**src/rtl/core/rgm_pkg.sv**
```systemverilog
// Shared constants, types and a helper function of the horizontal grid ray march.
package rgm_pkg;

    localparam int BLOCK_SIZE_DEF = 64;
    localparam int MAP_SIDE_DEF   = 64;

    localparam int DIR_W  = 16;
    localparam int FRAC_W = 16;
    localparam int DIST_W = 23;
    localparam int ROW_W  = 14;

    localparam logic [DIST_W-1:0] DIST_MAX = '1;

    localparam logic OP_WRITE = 1'b0;
    localparam logic OP_CAST  = 1'b1;

    localparam logic [1:0] REG_MAP_WIDTH  = 2'd0;
    localparam logic [1:0] REG_MAP_HEIGHT = 2'd1;
    localparam logic [1:0] REG_MAX_STEPS  = 2'd2;

    localparam logic [6:0] MAP_WIDTH_RST  = 7'd64;
    localparam logic [6:0] MAP_HEIGHT_RST = 7'd64;
    localparam logic [7:0] MAX_STEPS_RST  = 8'd32;

    typedef struct packed {
        logic       write;
        logic       load;
        logic       div_start;
        logic [1:0] div_sel;
        logic       init;
        logic       probe;
        logic       advance;
        logic       sq_a;
        logic       sq_b;
        logic       sqrt_start;
        logic       out_hit;
        logic       out_miss;
    } t_cmd;

    typedef struct packed {
        logic dy_zero;
        logic div_busy;
        logic cont;
        logic wall;
        logic sqrt_busy;
        logic out_full;
    } t_sts;

    function automatic logic [DIST_W-1:0] miss_dist(logic [7:0] max_steps, int block_size);
        logic [31:0] d;
        d = (32'(max_steps) + 32'd1) * 32'(block_size) * 32'd256;
        return (d > 32'(DIST_MAX)) ? DIST_MAX : d[DIST_W-1:0];
    endfunction

endpackage

```
**src/rtl/core/rgm_ctrl.sv**
```systemverilog
// Controller state machine sequencing setup, division, march, root and result.
module rgm_ctrl (
    input  logic          i_clk,
    input  logic          i_rst_n,
    input  logic          i_in_valid,
    input  logic          i_in_op,
    output logic          o_in_ready,
    input  rgm_pkg::t_sts i_sts,
    output rgm_pkg::t_cmd o_cmd
);

    typedef enum logic [3:0] {
        S_IDLE, S_SETUP, S_DIV, S_INIT, S_CHECK, S_PROBE,
        S_SQA, S_SQB, S_SQS, S_SQRT, S_HIT, S_MISS
    } t_state;

    t_state     r_state, n_state;
    logic [1:0] r_div_n, n_div_n;

    assign o_in_ready = (r_state == S_IDLE);

    always_comb begin
        n_state = r_state;
        n_div_n = r_div_n;
        o_cmd   = '0;
        unique case (r_state)
            S_IDLE: begin
                if (i_in_valid) begin
                    if (i_in_op == rgm_pkg::OP_CAST) begin
                        o_cmd.load = 1'b1;
                        n_state    = S_SETUP;
                    end else begin
                        o_cmd.write = 1'b1;
                    end
                end
            end
            S_SETUP: begin
                if (i_sts.dy_zero) begin
                    n_state = S_MISS;
                end else begin
                    o_cmd.div_start = 1'b1;
                    o_cmd.div_sel   = 2'd0;
                    n_div_n         = 2'd0;
                    n_state         = S_DIV;
                end
            end
            S_DIV: begin
                if (!i_sts.div_busy) begin
                    if (r_div_n == 2'd3) begin
                        n_state = S_INIT;
                    end else begin
                        o_cmd.div_start = 1'b1;
                        o_cmd.div_sel   = r_div_n + 2'd1;
                        n_div_n         = r_div_n + 2'd1;
                    end
                end
            end
            S_INIT: begin
                o_cmd.init = 1'b1;
                n_state    = S_CHECK;
            end
            S_CHECK: begin
                if (i_sts.cont) begin
                    o_cmd.probe = 1'b1;
                    n_state     = S_PROBE;
                end else begin
                    n_state = S_MISS;
                end
            end
            S_PROBE: begin
                if (i_sts.wall) begin
                    n_state = S_SQA;
                end else begin
                    o_cmd.advance = 1'b1;
                    n_state       = S_CHECK;
                end
            end
            S_SQA: begin
                o_cmd.sq_a = 1'b1;
                n_state    = S_SQB;
            end
            S_SQB: begin
                o_cmd.sq_b = 1'b1;
                n_state    = S_SQS;
            end
            S_SQS: begin
                o_cmd.sqrt_start = 1'b1;
                n_state          = S_SQRT;
            end
            S_SQRT: begin
                if (!i_sts.sqrt_busy) begin
                    n_state = S_HIT;
                end
            end
            S_HIT: begin
                if (!i_sts.out_full) begin
                    o_cmd.out_hit = 1'b1;
                    n_state       = S_IDLE;
                end
            end
            S_MISS: begin
                if (!i_sts.out_full) begin
                    o_cmd.out_miss = 1'b1;
                    n_state        = S_IDLE;
                end
            end
            default: n_state = S_IDLE;
        endcase
    end

    always_ff @(posedge i_clk) begin
        if (!i_rst_n) begin
            r_state <= S_IDLE;
            r_div_n <= 2'd0;
        end else begin
            r_state <= n_state;
            r_div_n <= n_div_n;
        end
    end

endmodule

```
**config.mk**
```make
export PLATFORM = sky130hd
export DESIGN_NAME = rgm_ctrl
export DESIGN_NICKNAME = d
export VERILOG_FILES = /design/src/rtl/core/rgm_pkg.sv /design/src/rtl/core/rgm_ctrl.sv
export SDC_FILE = /design/constraint.sdc
export NUM_CORES = 1
export LEC_CHECK = 0
export BUFFER_PORTS_ARGS = -buffer_cell sky130_fd_sc_hd__buf_2
export CORE_AREA = 3 3 40 42
export CTS_CLUSTER_SIZE = 30
export DETAILED_ROUTE_END_ITERATION = 16
export DIE_AREA = 0 0 43 45
export HOLD_SLACK_MARGIN = 0.05
export PLACE_DENSITY_LB_ADDON = 0.1
export SYNTH_ARGS = -nofsm -noshare
export SYNTH_HDL_FRONTEND = slang
export SYNTH_SLANG_ARGS = --single-unit
```
**constraint.sdc**
```tcl
create_clock -name i_clk -period 2.2 [get_ports i_clk]
set_input_delay 0.11 -clock i_clk [delete_from_list [all_inputs] [get_ports i_clk]]
set_output_delay 0.11 -clock i_clk [all_outputs]
set_load 0.02 [all_outputs]
```
==> results of run 1 <==
final cells by class:
cell class,count,area [um2],share of cell area (%)
clock buffers,3,22.5,3.11
inverters,2,7.51,1.04
multi-input cells,60,410,56.6
flip-flops and latches,6,120,16.6
well taps,15,18.8,2.59
repair buffers,27,145,20.0
layout by cell type, fill, tap and decap left out:
cell,count
nand3_1,1
o22ai_1,1
dfxtp_1,6
buf_4,4
nor2b_1,1
nand2b_1,5
nor3b_1,4
inv_1,2
and3_1,1
a211o_1,1
nor4_1,3
a22oi_1,1
buf_2,23
nor4b_1,2
xor2_1,1
or4b_4,1
nor3_1,5
o41ai_4,1
a311oi_1,1
ha_1,1
nor2_1,5
o21a_1,1
or3_4,1
a21oi_1,6
nor4_2,1
a211oi_1,2
nand2_1,8
mux2i_1,1
clkbuf_4,3
nand3b_1,3
o311a_1,1
a22o_1,1
layer usage:
metal / up-vias / wire length (um)
met5: - / 0
met2: 25 / 590
met4: 0 / 23
li1: 325 / -
met1: 279 / 667
met3: 3 / 97
synthesized netlist by cell type (all sizes together):
cell | count | share of area, %
a211o | 1 | 1.5
o41ai | 1 | 4.8
nor4 | 4 | 5.4
nor4b | 2 | 3.0
o21a | 1 | 1.3
a22oi | 1 | 1.3
or4b | 1 | 2.4
xor2 | 1 | 1.5
nor2b | 1 | 1.1
nor3b | 4 | 5.2
nand3b | 3 | 3.9
nor3 | 5 | 4.3
nand3 | 1 | 0.86
mux2i | 1 | 1.7
inv | 2 | 1.3
o22ai | 1 | 1.1
or3 | 1 | 1.9
buf | 4 | 5.2
a22o | 1 | 1.5
a21oi | 6 | 5.2
a211oi | 2 | 2.6
dfxtp | 6 | 21
a311oi | 1 | 1.5
nor2 | 5 | 3.2
o311a | 1 | 1.7
ha | 1 | 2.2
nand2 | 8 | 5.2
clkbuf | 3 | 1.9
nand2b | 5 | 5.4
and3 | 1 | 1.1
critical path, cell delays in order, from the launching register on:
cell and delay, ns:
dfxtp_1 0.39, or4b_4 0.55, or3_4 0.36, o41ai_4 0.08, buf_2 0.23
power groups by stage:
stage	registers [mW]	clock network, mW	logic (mW)
after floorplan	0.148	0	0.419
after global placement	0.178	0	0.495
after detailed placement	0.181	0	0.494
after CTS	0.178	0.109	0.496
after global routing	0.184	0.117	0.551
final	0.179	0.104	0.497
logic make-up (layout without fill, tap and decap cells):
family	after synthesis	after routing
simple gates	41	41
compound gates	16	16
buf+inv	9	32
flops	6	6
fa+ha+maj	1	1
xor+xnor	1	1
mux	1	1
stage by stage:
| stage | instance area (um2) | util, % | hold WS [ns] | power (mW) |
|---|---|---|---|---|
| after global placement | 702 | 54.6 | 0.412 | 0.674 |
| after global routing | 724 | 56.4 | 0.170 | 0.852 |
| after floorplan | 579 | - | 0.222 | 0.567 |
| final | 724 | 56.4 | 0.165 | 0.780 |
| after CTS | 724 | 56.4 | 0.152 | 0.784 |
| after detailed placement | 702 | 54.6 | 0.412 | 0.675 |
flip-flops by register name, indices dropped and copies added, names as in the netlist:
signal	count
r_state	4
r_div_n	2
worst paths after layout:
kind	startpoint	end	slack, ns	depth (start not counted)
max	r_state[0]	o_cmd[10]	0.23	4
min	i_rst_n	r_state[1]	0.17	3
max reg2reg	r_state[3]	r_state[1]	0.50	4
min reg2reg	r_div_n[1]	r_div_n[1]	0.46	2
==> impl_metrics.env, run 1 <==
export IMPL_synth_compound_area_share_pct=22.5
export IMPL_antenna_found_initial=0
export IMPL_synth_area_per_cell_um2=7.72
export IMPL_drt_iter0_markers=16
export IMPL_ant_nets=0
export IMPL_grt_pass1_vias=545
export IMPL_gr_total_overflow=0
export IMPL_fp_row_count=13
export IMPL_syn_cell_area_um2=579
export IMPL_place_hpwl_mm=1.08
export IMPL_powerDensity_nw_per_um2=1080
export IMPL_finalNetCount=111
export IMPL_grtUsageMet3_pct=2.39
export IMPL_hold_viol=0
export IMPL_pwr_share_comb_pct=63.8
export IMPL_final_setup_viol_count=0
export IMPL_drt_first_pass_iters=4
export IMPL_synth_simple_gate_area_share_pct=43.0
export IMPL_relSlewSlack_pct=64.6
export IMPL_synth_ff_latch_count=6
export IMPL_io_buffer_count=23
export IMPL_numCtsBuffers=3
export IMPL_cp_data_arrival_time_ns=1.86
export IMPL_worst_slew_pin_slew_ns=0.523
export IMPL_pwr_share_clk_pct=13.3
export IMPL_p_switching_mw=0.376
export IMPL_drc=0
export IMPL_dr_total_vias=632
export IMPL_hold_buffers=0
export IMPL_place_ws_ns=0.491
export IMPL_synth_top_family_by_area="simple AND/OR/NAND/NOR gates"
export IMPL_ctsResizeCount=0
export IMPL_gp_congestion=0.767
export IMPL_grt_first_pass_wirelength_mm=2.41
export IMPL_htreeDepth=1
export IMPL_cp_start_kind="flip-flop"
export IMPL_synthesis_nets=86
export IMPL_worstPathRequired_ns=2.09
export IMPL_path_clk_slew_ns=0.05
export IMPL_max_freq_mhz=508
export IMPL_dieWidth_um=43
export IMPL_drive_gt1_share_pct=34.7
export IMPL_fin_crit_sh_pct=89.4
export IMPL_wl_per_cell_um=12.2
export IMPL_core_area_um2=1280
export IMPL_fin_cells=113
export IMPL_die_area_um2=1940
export IMPL_grt_max_degree=19
export IMPL_start_util_pct=45.1
export IMPL_insertion_delay_ns=0.25
export IMPL_use_met2_pct=23.4
export IMPL_syn_instance_count=75
export IMPL_wl_mm=1.38
export IMPL_busiest_layer="met2"
export IMPL_cts_tree="built"
export IMPL_diodes=0
export IMPL_synth_distinct_cells=33
export IMPL_clock_sinks=6
export IMPL_place_inst=110
export IMPL_fill_cells=130
export IMPL_p_leak_nw=0.328
export IMPL_criticalPathCategory="flip-flop to output pin"
export IMPL_p_int_mw=0.404
export IMPL_fin_skew_ns=0.00235
export IMPL_synth_warnings=0
export IMPL_muxShareOfSynthArea_pct=1.73
export IMPL_grt_use_met1_pct=23.1
export IMPL_post_synth_xor_area_fraction_pct=1.51
export IMPL_drv_cap=0
export IMPL_area_delta_synth_final_pct=25.1
export IMPL_seq_area_frac_synth_pct=20.7
export IMPL_crit_path_max_fanout=9
export IMPL_cts_setup_buffers=0
export IMPL_viasPerCell=5.59
export IMPL_cp_end_kind="output pin"
export IMPL_cts_root_buf="clkbuf_4"
export IMPL_fp_dieH_um=45
export IMPL_hold_path_class="input port to flip-flop"
export IMPL_clockBufferDepth=2
export IMPL_period_minus_slack_ns=1.97
export IMPL_final_max_slew_violation_count=0
export IMPL_p_sw_share_pct=48.2
export IMPL_run_status="finished clean"
export IMPL_ir_worst_vdd_mv=0.574
export IMPL_fin_tns_setup_ns=0
export IMPL_fin_ws_ns=0.233
export IMPL_rsz0062_at_grt="no"
export IMPL_seqPwrFrac_pct=22.9
export IMPL_yosys_area_share_adder_pct=2.16
export IMPL_io_pins=24
export IMPL_grtUsageTotal_pct=16.2
No activity file was read; power rests on OpenSTA's default activity.
==> run 2, diff against run 1 <==
Settings changed: ABC_AREA set to 1.
==> impl_metrics.env, run 2 <==
export IMPL_start_util_pct=41.6
export IMPL_cts_setup_buffers=0
export IMPL_drt_first_pass_iters=4
export IMPL_diodes=0
export IMPL_grt_pass1_vias=551
export IMPL_place_ws_ns=0.972
export IMPL_cp_start_kind="flip-flop"
export IMPL_core_area_um2=1280
export IMPL_cp_data_arrival_time_ns=1.36
export IMPL_period_minus_slack_ns=1.47
export IMPL_synth_edff_count=0
export IMPL_wl_mm=1.25
export IMPL_clockBufferDepth=2
export IMPL_fin_skew_ns=0.00608
export IMPL_syn_instance_count=93
export IMPL_rsz0062_at_grt="no"
export IMPL_fin_tns_setup_ns=0
export IMPL_reg2reg_setup_slack_ns=1.00
export IMPL_r2r_cells=5
export IMPL_ant_nets=0
export IMPL_synth_area_top_cells="dfxtp_1, nand2_1, nor2_1, inv_1, nand3_1"
export IMPL_wl_per_cell_um=9.34
export IMPL_dr_total_vias=633
export IMPL_criticalPathCategory="flip-flop to output pin"
export IMPL_synthTopCellsByCount="nand2_1, nor2_1, inv_1, dfxtp_1, nand3_1"
export IMPL_reg_top3="r_state: 4 flops, r_div_n: 2 flops"
export IMPL_viasPerCell=4.72
export IMPL_antenna_found_initial=0
export IMPL_synth_distinct_cells=18
export IMPL_synth_top_area_cell="dfxtp_1"
export IMPL_drc=0
export IMPL_postLayoutCoreUtil_pct=53.7
export IMPL_synthesis_nets=104
export IMPL_grt_max_degree=8
export IMPL_finalNetCount=132
export IMPL_top_register="r_state"
export IMPL_powerDensity_nw_per_um2=1270
export IMPL_startpoint="r_state[3]"
export IMPL_htreeDepth=1
export IMPL_layout_common_cells="buf_2, nand2_1, nor2_1"
export IMPL_hold_buffers=0
export IMPL_final_common_cell="buf_2"
export IMPL_area_delta_synth_final_pct=29.3
export IMPL_synth_warnings=0
export IMPL_synth_top_area_share_pct=22.5
export IMPL_grtUsageTotal_pct=15.2
export IMPL_fin_ws_ns=0.727
export IMPL_io_pins=24
export IMPL_fp_dieH_um=45
export IMPL_worstPathRequired_ns=2.09
export IMPL_drt_iter0_markers=9
export IMPL_ir_worst_vdd_mv=0.599
export IMPL_fin_crit_sh_pct=67.0
export IMPL_yosysMostFrequentCell="nand2_1"
export IMPL_cts_tree="built"
export IMPL_hold_path_class="input port to flip-flop"
export IMPL_clock_sinks=6
export IMPL_place_hpwl_mm=1.08
export IMPL_rr_startpoint="r_state[2]"
export IMPL_drive_gt1_share_pct=29.4
export IMPL_ctsResizeCount=0
export IMPL_run_status="finished clean"
export IMPL_fp_row_count=13
export IMPL_synth_ff_latch_count=6
export IMPL_die_area_um2=1940
export IMPL_p_leak_nw=0.433
export IMPL_p_total_mw=0.876
export IMPL_relSlewSlack_pct=79.0
export IMPL_synth_area_per_cell_um2=5.74
export IMPL_dieWidth_um=43
export IMPL_gr_total_overflow=0
export IMPL_final_max_slew_violation_count=0
export IMPL_drv_cap=0
export IMPL_r2r_end="r_div_n[1]"
export IMPL_seq_area_frac_synth_pct=22.5
export IMPL_crit_path_max_fanout=4
export IMPL_endpoint="o_cmd[9]"
export IMPL_ys_async_sr_fraction_pct=0
export IMPL_path_clk_slew_ns=0.05
export IMPL_gp_congestion=0.873
export IMPL_insertion_delay_ns=0.24
export IMPL_io_buffer_count=23
export IMPL_final_setup_viol_count=0
export IMPL_synth_flop_cell="dfxtp_1"
export IMPL_hold_viol=0
export IMPL_max_freq_mhz=679
export IMPL_cts_root_buf="clkbuf_4"
export IMPL_numCtsBuffers=3
export IMPL_worst_slew_pin_slew_ns=0.313
export IMPL_cp_end_kind="output pin"
export IMPL_largest_reg_flops=4
export IMPL_syn_cell_area_um2=534
export IMPL_grt_first_pass_wirelength_mm=2.24
## run 2: changes by cell type in the layout (fill, tap and decap cells not counted), moves of 5 or more
cell,previous run,this run
inv_1,2,16
nor2_1,5,19
a21oi_1,6,1
nand2b_1,5,0
nand2_1,8,22
nand3_1,1,6
## run 2: layout make-up
| type | count | area, um2 |
|---|---|---|
| Tap cell | 15 | 18.8 |
| Sequential cell | 6 | 120 |
| Multi-Input combinational cell | 69 | 347 |
| Timing Repair Buffer | 23 | 115 |
| Fill cell | 144 | 594 |
| Inverter | 18 | 67.6 |
| Clock buffer | 3 | 22.5 |
## run 2: cell families after synthesis
family	after synthesis	synth area share [%]
buffers and inverters	18	12.6
AO/OA/AOI/OAI	8	9.83
adder cells (fa/ha/maj)	1	2.34
AND/OR/NAND/NOR	60	52.7
flip-flops	6	22.5
## run 2: worst min-delay path by stage
| stage | start | endpoint | slack [ns] | cells past startpoint |
|---|---|---|---|---|
| floorplan | i_rst_n | r_state[0] | 0.23 | 2 |
| global placement | i_rst_n | r_state[1] | 0.40 | 3 |
| detailed placement | i_rst_n | r_state[1] | 0.39 | 3 |
| CTS | i_rst_n | r_state[1] | 0.14 | 3 |
| global route | i_rst_n | r_state[1] | 0.15 | 3 |
| finish | i_rst_n | r_state[1] | 0.14 | 3 |
## run 2: routing by layer
layer / up-vias / part of all wire [%] / global-route usage, %
met1: 267 / 49 / 21.1
li1: 342 / - / -
met4: 0 / 0.96 / 7.23
met3: 2 / 7.4 / 3.59
met5: - / 0 / 0
met2: 22 / 42 / 22.2
## run 2: metrics by stage
step                area [um2]  hold slack (ns)  instances
floorplan                  534            0.230         93
global placement           668            0.395        131
detailed placement         668            0.395        131
CTS                        691            0.137        134
global route               691            0.154        134
finish                     691            0.142        134
## run 2: critical path: stages, from the launching register on
cell	delay (ns)
dfxtp_1	0.33
inv_1	0.14
nand2_2	0.10
nor2_1	0.13
inv_1	0.10
nor3_1	0.14
buf_2	0.19
## run 2: power by group
group,total [mW],switching (mW),leakage [nW],internal (mW)
sequential,0.198,0.0474,0.0494,0.151
combinational,0.581,0.380,0.370,0.201
clock,0.0971,0.0357,0.0138,0.0614
==> run 3, diff against run 2 <==
Settings changed: ABC_AREA 1 to 0.
Clock period 2.2 ns to 1.4 ns, I/O delays scaled along.
==> impl_metrics.env, run 3 (same netlist as run 1, synthesis figures left out) <==
export IMPL_hold_end="r_div_n[1]"
export IMPL_antenna_found_initial=0
export IMPL_place_hpwl_mm=1.21
export IMPL_cts_tree="built"
export IMPL_r2r_end="r_div_n[1]"
export IMPL_violations="setup timing"
export IMPL_worstPathRequired_ns=1.33
export IMPL_dpl_cell_area_um2=823
export IMPL_place_ws_ns=-0.171
export IMPL_clock_sinks=6
export IMPL_grt_pass1_vias=695
export IMPL_worst_path_buf_inv=1
export IMPL_fp_row_count=13
export IMPL_grt_first_pass_wirelength_mm=3.11
export IMPL_area_delta_synth_final_pct=87.9
export IMPL_run_status="complete, but fails checks"
export IMPL_p_leak_nw=0.473
export IMPL_crit_chain="or4b_4 > or3_4 > o41ai_4 > buf_4"
export IMPL_grtUsageTotal_pct=22.4
export IMPL_cp_slowest_cell="or4b_4"
export IMPL_ant_nets=0
export IMPL_fp_dieH_um=45
export IMPL_wl_mm=2.11
export IMPL_powerDensity_nw_per_um2=1800
export IMPL_numCtsBuffers=3
export IMPL_period_minus_slack_ns=1.79
export IMPL_top_register="r_state"
export IMPL_r2r_cells=5
export IMPL_reg2reg_setup_slack_ns=-0.29
export IMPL_drive_gt1_share_pct=64.5
export IMPL_htreeDepth=1
export IMPL_cts_root_buf="clkbuf_4"
export IMPL_fin_ws_ns=-0.394
export IMPL_drc=0
export IMPL_dieWidth_um=43
export IMPL_diodes=0
export IMPL_final_area_um2=1090
export IMPL_postLayoutCoreUtil_pct=84.7
export IMPL_max_freq_mhz=558
export IMPL_drv_cap=0
export IMPL_final_max_slew_violation_count=0
export IMPL_drt_iter0_markers=7
export IMPL_clockBufferDepth=2
export IMPL_viasPerCell=5.55
export IMPL_die_area_um2=1940
export IMPL_cp_top_family="simple AND/OR/NAND/NOR gates"
export IMPL_start_util_pct=45.1
export IMPL_hold_depth=3
export IMPL_criticalPathCategory="flip-flop to output pin"
export IMPL_gp_congestion=0.728
export IMPL_fin_skew_ns=0.00127
export IMPL_rr_startpoint="r_state[2]"
export IMPL_ir_worst_vdd_mv=1.21
export IMPL_final_setup_viol_count=13
export IMPL_hp_start="i_rst_n"
export IMPL_dr_total_vias=755
export IMPL_worst_slew_pin_slew_ns=0.320
export IMPL_finalNetCount=134
export IMPL_fill_cells=73
export IMPL_path_clk_slew_ns=0.05
export IMPL_wl_per_cell_um=15.5
export IMPL_reg_top3="r_state: 4 flops, r_div_n: 2 flops"
export IMPL_io_pins=24
export IMPL_core_area_um2=1280
export IMPL_gr_total_overflow=0
export IMPL_layout_common_cells="buf_4, buf_2, nand2_1, buf_6, dfxtp_1"
export IMPL_io_buffer_count=23
export IMPL_insertion_delay_ns=0.25
export IMPL_relSlewSlack_pct=78.7
export IMPL_hold_path_class="input port to flip-flop"
export IMPL_final_common_cell="buf_4"
export IMPL_largest_reg_flops=4
export IMPL_cp_start_kind="flip-flop"
export IMPL_hold_viol=0
export IMPL_hold_buffers=0
export IMPL_cp_data_arrival_time_ns=1.72
export IMPL_slowest_delay_ns=0.53
export IMPL_drt_first_pass_iters=4
export IMPL_cp_end_kind="output pin"
export IMPL_crit_path_max_fanout=2
export IMPL_fin_crit_sh_pct=128
export IMPL_rsz0062_at_grt="yes"
export IMPL_grt_max_degree=18
run 3: cell count changes in the layout (fill, tap and decap cells not counted), sizes merged, moves of 5 or more:
cell	previous run	this run
a21oi	1	6
buf	23	50
inv	18	2
nand2	26	8
nand2b	0	5
nand3	7	1
nor2	20	5
run 3: repair_timing:
item,4_1_cts,5_1_grt
pin swaps,3,7
resized for setup,15,25
setup endpoints to repair,15,17
hold endpoints to repair,0,0
setup buffers,6,6
run 3: final cells by class:
cell class	instances	area, um2	area share, %
Inverter	2	7.51	0.690
Clock buffer	3	22.5	2.07
Timing Repair Buffer	50	374	34.4
Tap cell	15	18.8	1.72
Multi-Input combinational cell	60	544	50.0
Sequential cell	6	121	11.1
run 3: worst register-to-register path, stage by stage (launching register included):
cell     delay, ns
dfxtp_2       0.31
or4b_4        0.53
or3_4         0.36
o41ai_4       0.07
buf_4         0.19
mux2i_1       0.16
run 3: layer usage:
| layer | part of all wire [%] | vias up | global-route usage (%) |
|---|---|---|---|
| li1 | - | 370 | - |
| met1 | 39 | 351 | 21.9 |
| met2 | 53 | 28 | 43.7 |
| met3 | 5.0 | 6 | 5.58 |
| met4 | 2.4 | 0 | 10.8 |
| met5 | 0 | - | 0 |
run 3: worst max path at each step:
stage	slack, ns	end	depth (start not counted)	from
2_1_floorplan	-0.29	r_div_n[1]	5	r_state[2]
3_3_place_gp	-0.15	o_cmd[10]	4	r_state[2]
3_5_place_dp	-0.17	o_cmd[10]	4	r_state[2]
4_1_cts	-0.39	o_cmd[10]	4	r_state[2]
5_1_grt	-0.46	o_cmd[10]	4	r_state[2]
6_report	-0.39	o_cmd[10]	4	r_state[2]
run 3: report_power, final:
part	switching [mW]	internal, mW
Clock	0.0701	0.0975
Combinational	0.761	0.788
Sequential	0.0287	0.215
Total	0.860	1.10
run 3: per-stage QoR:
stage / hold slack [ns] / power (mW) / cells / TNS, ns
floorplan: 0.182 / 0.965 / 75 / -0.944
global placement: 0.372 / 1.29 / 122 / -0.470
detailed placement: 0.381 / 1.30 / 122 / -0.586
CTS: 0.120 / 1.66 / 131 / -2.36
global route: 0.164 / 2.10 / 136 / -3.71
finish: 0.154 / 1.96 / 136 / -2.44
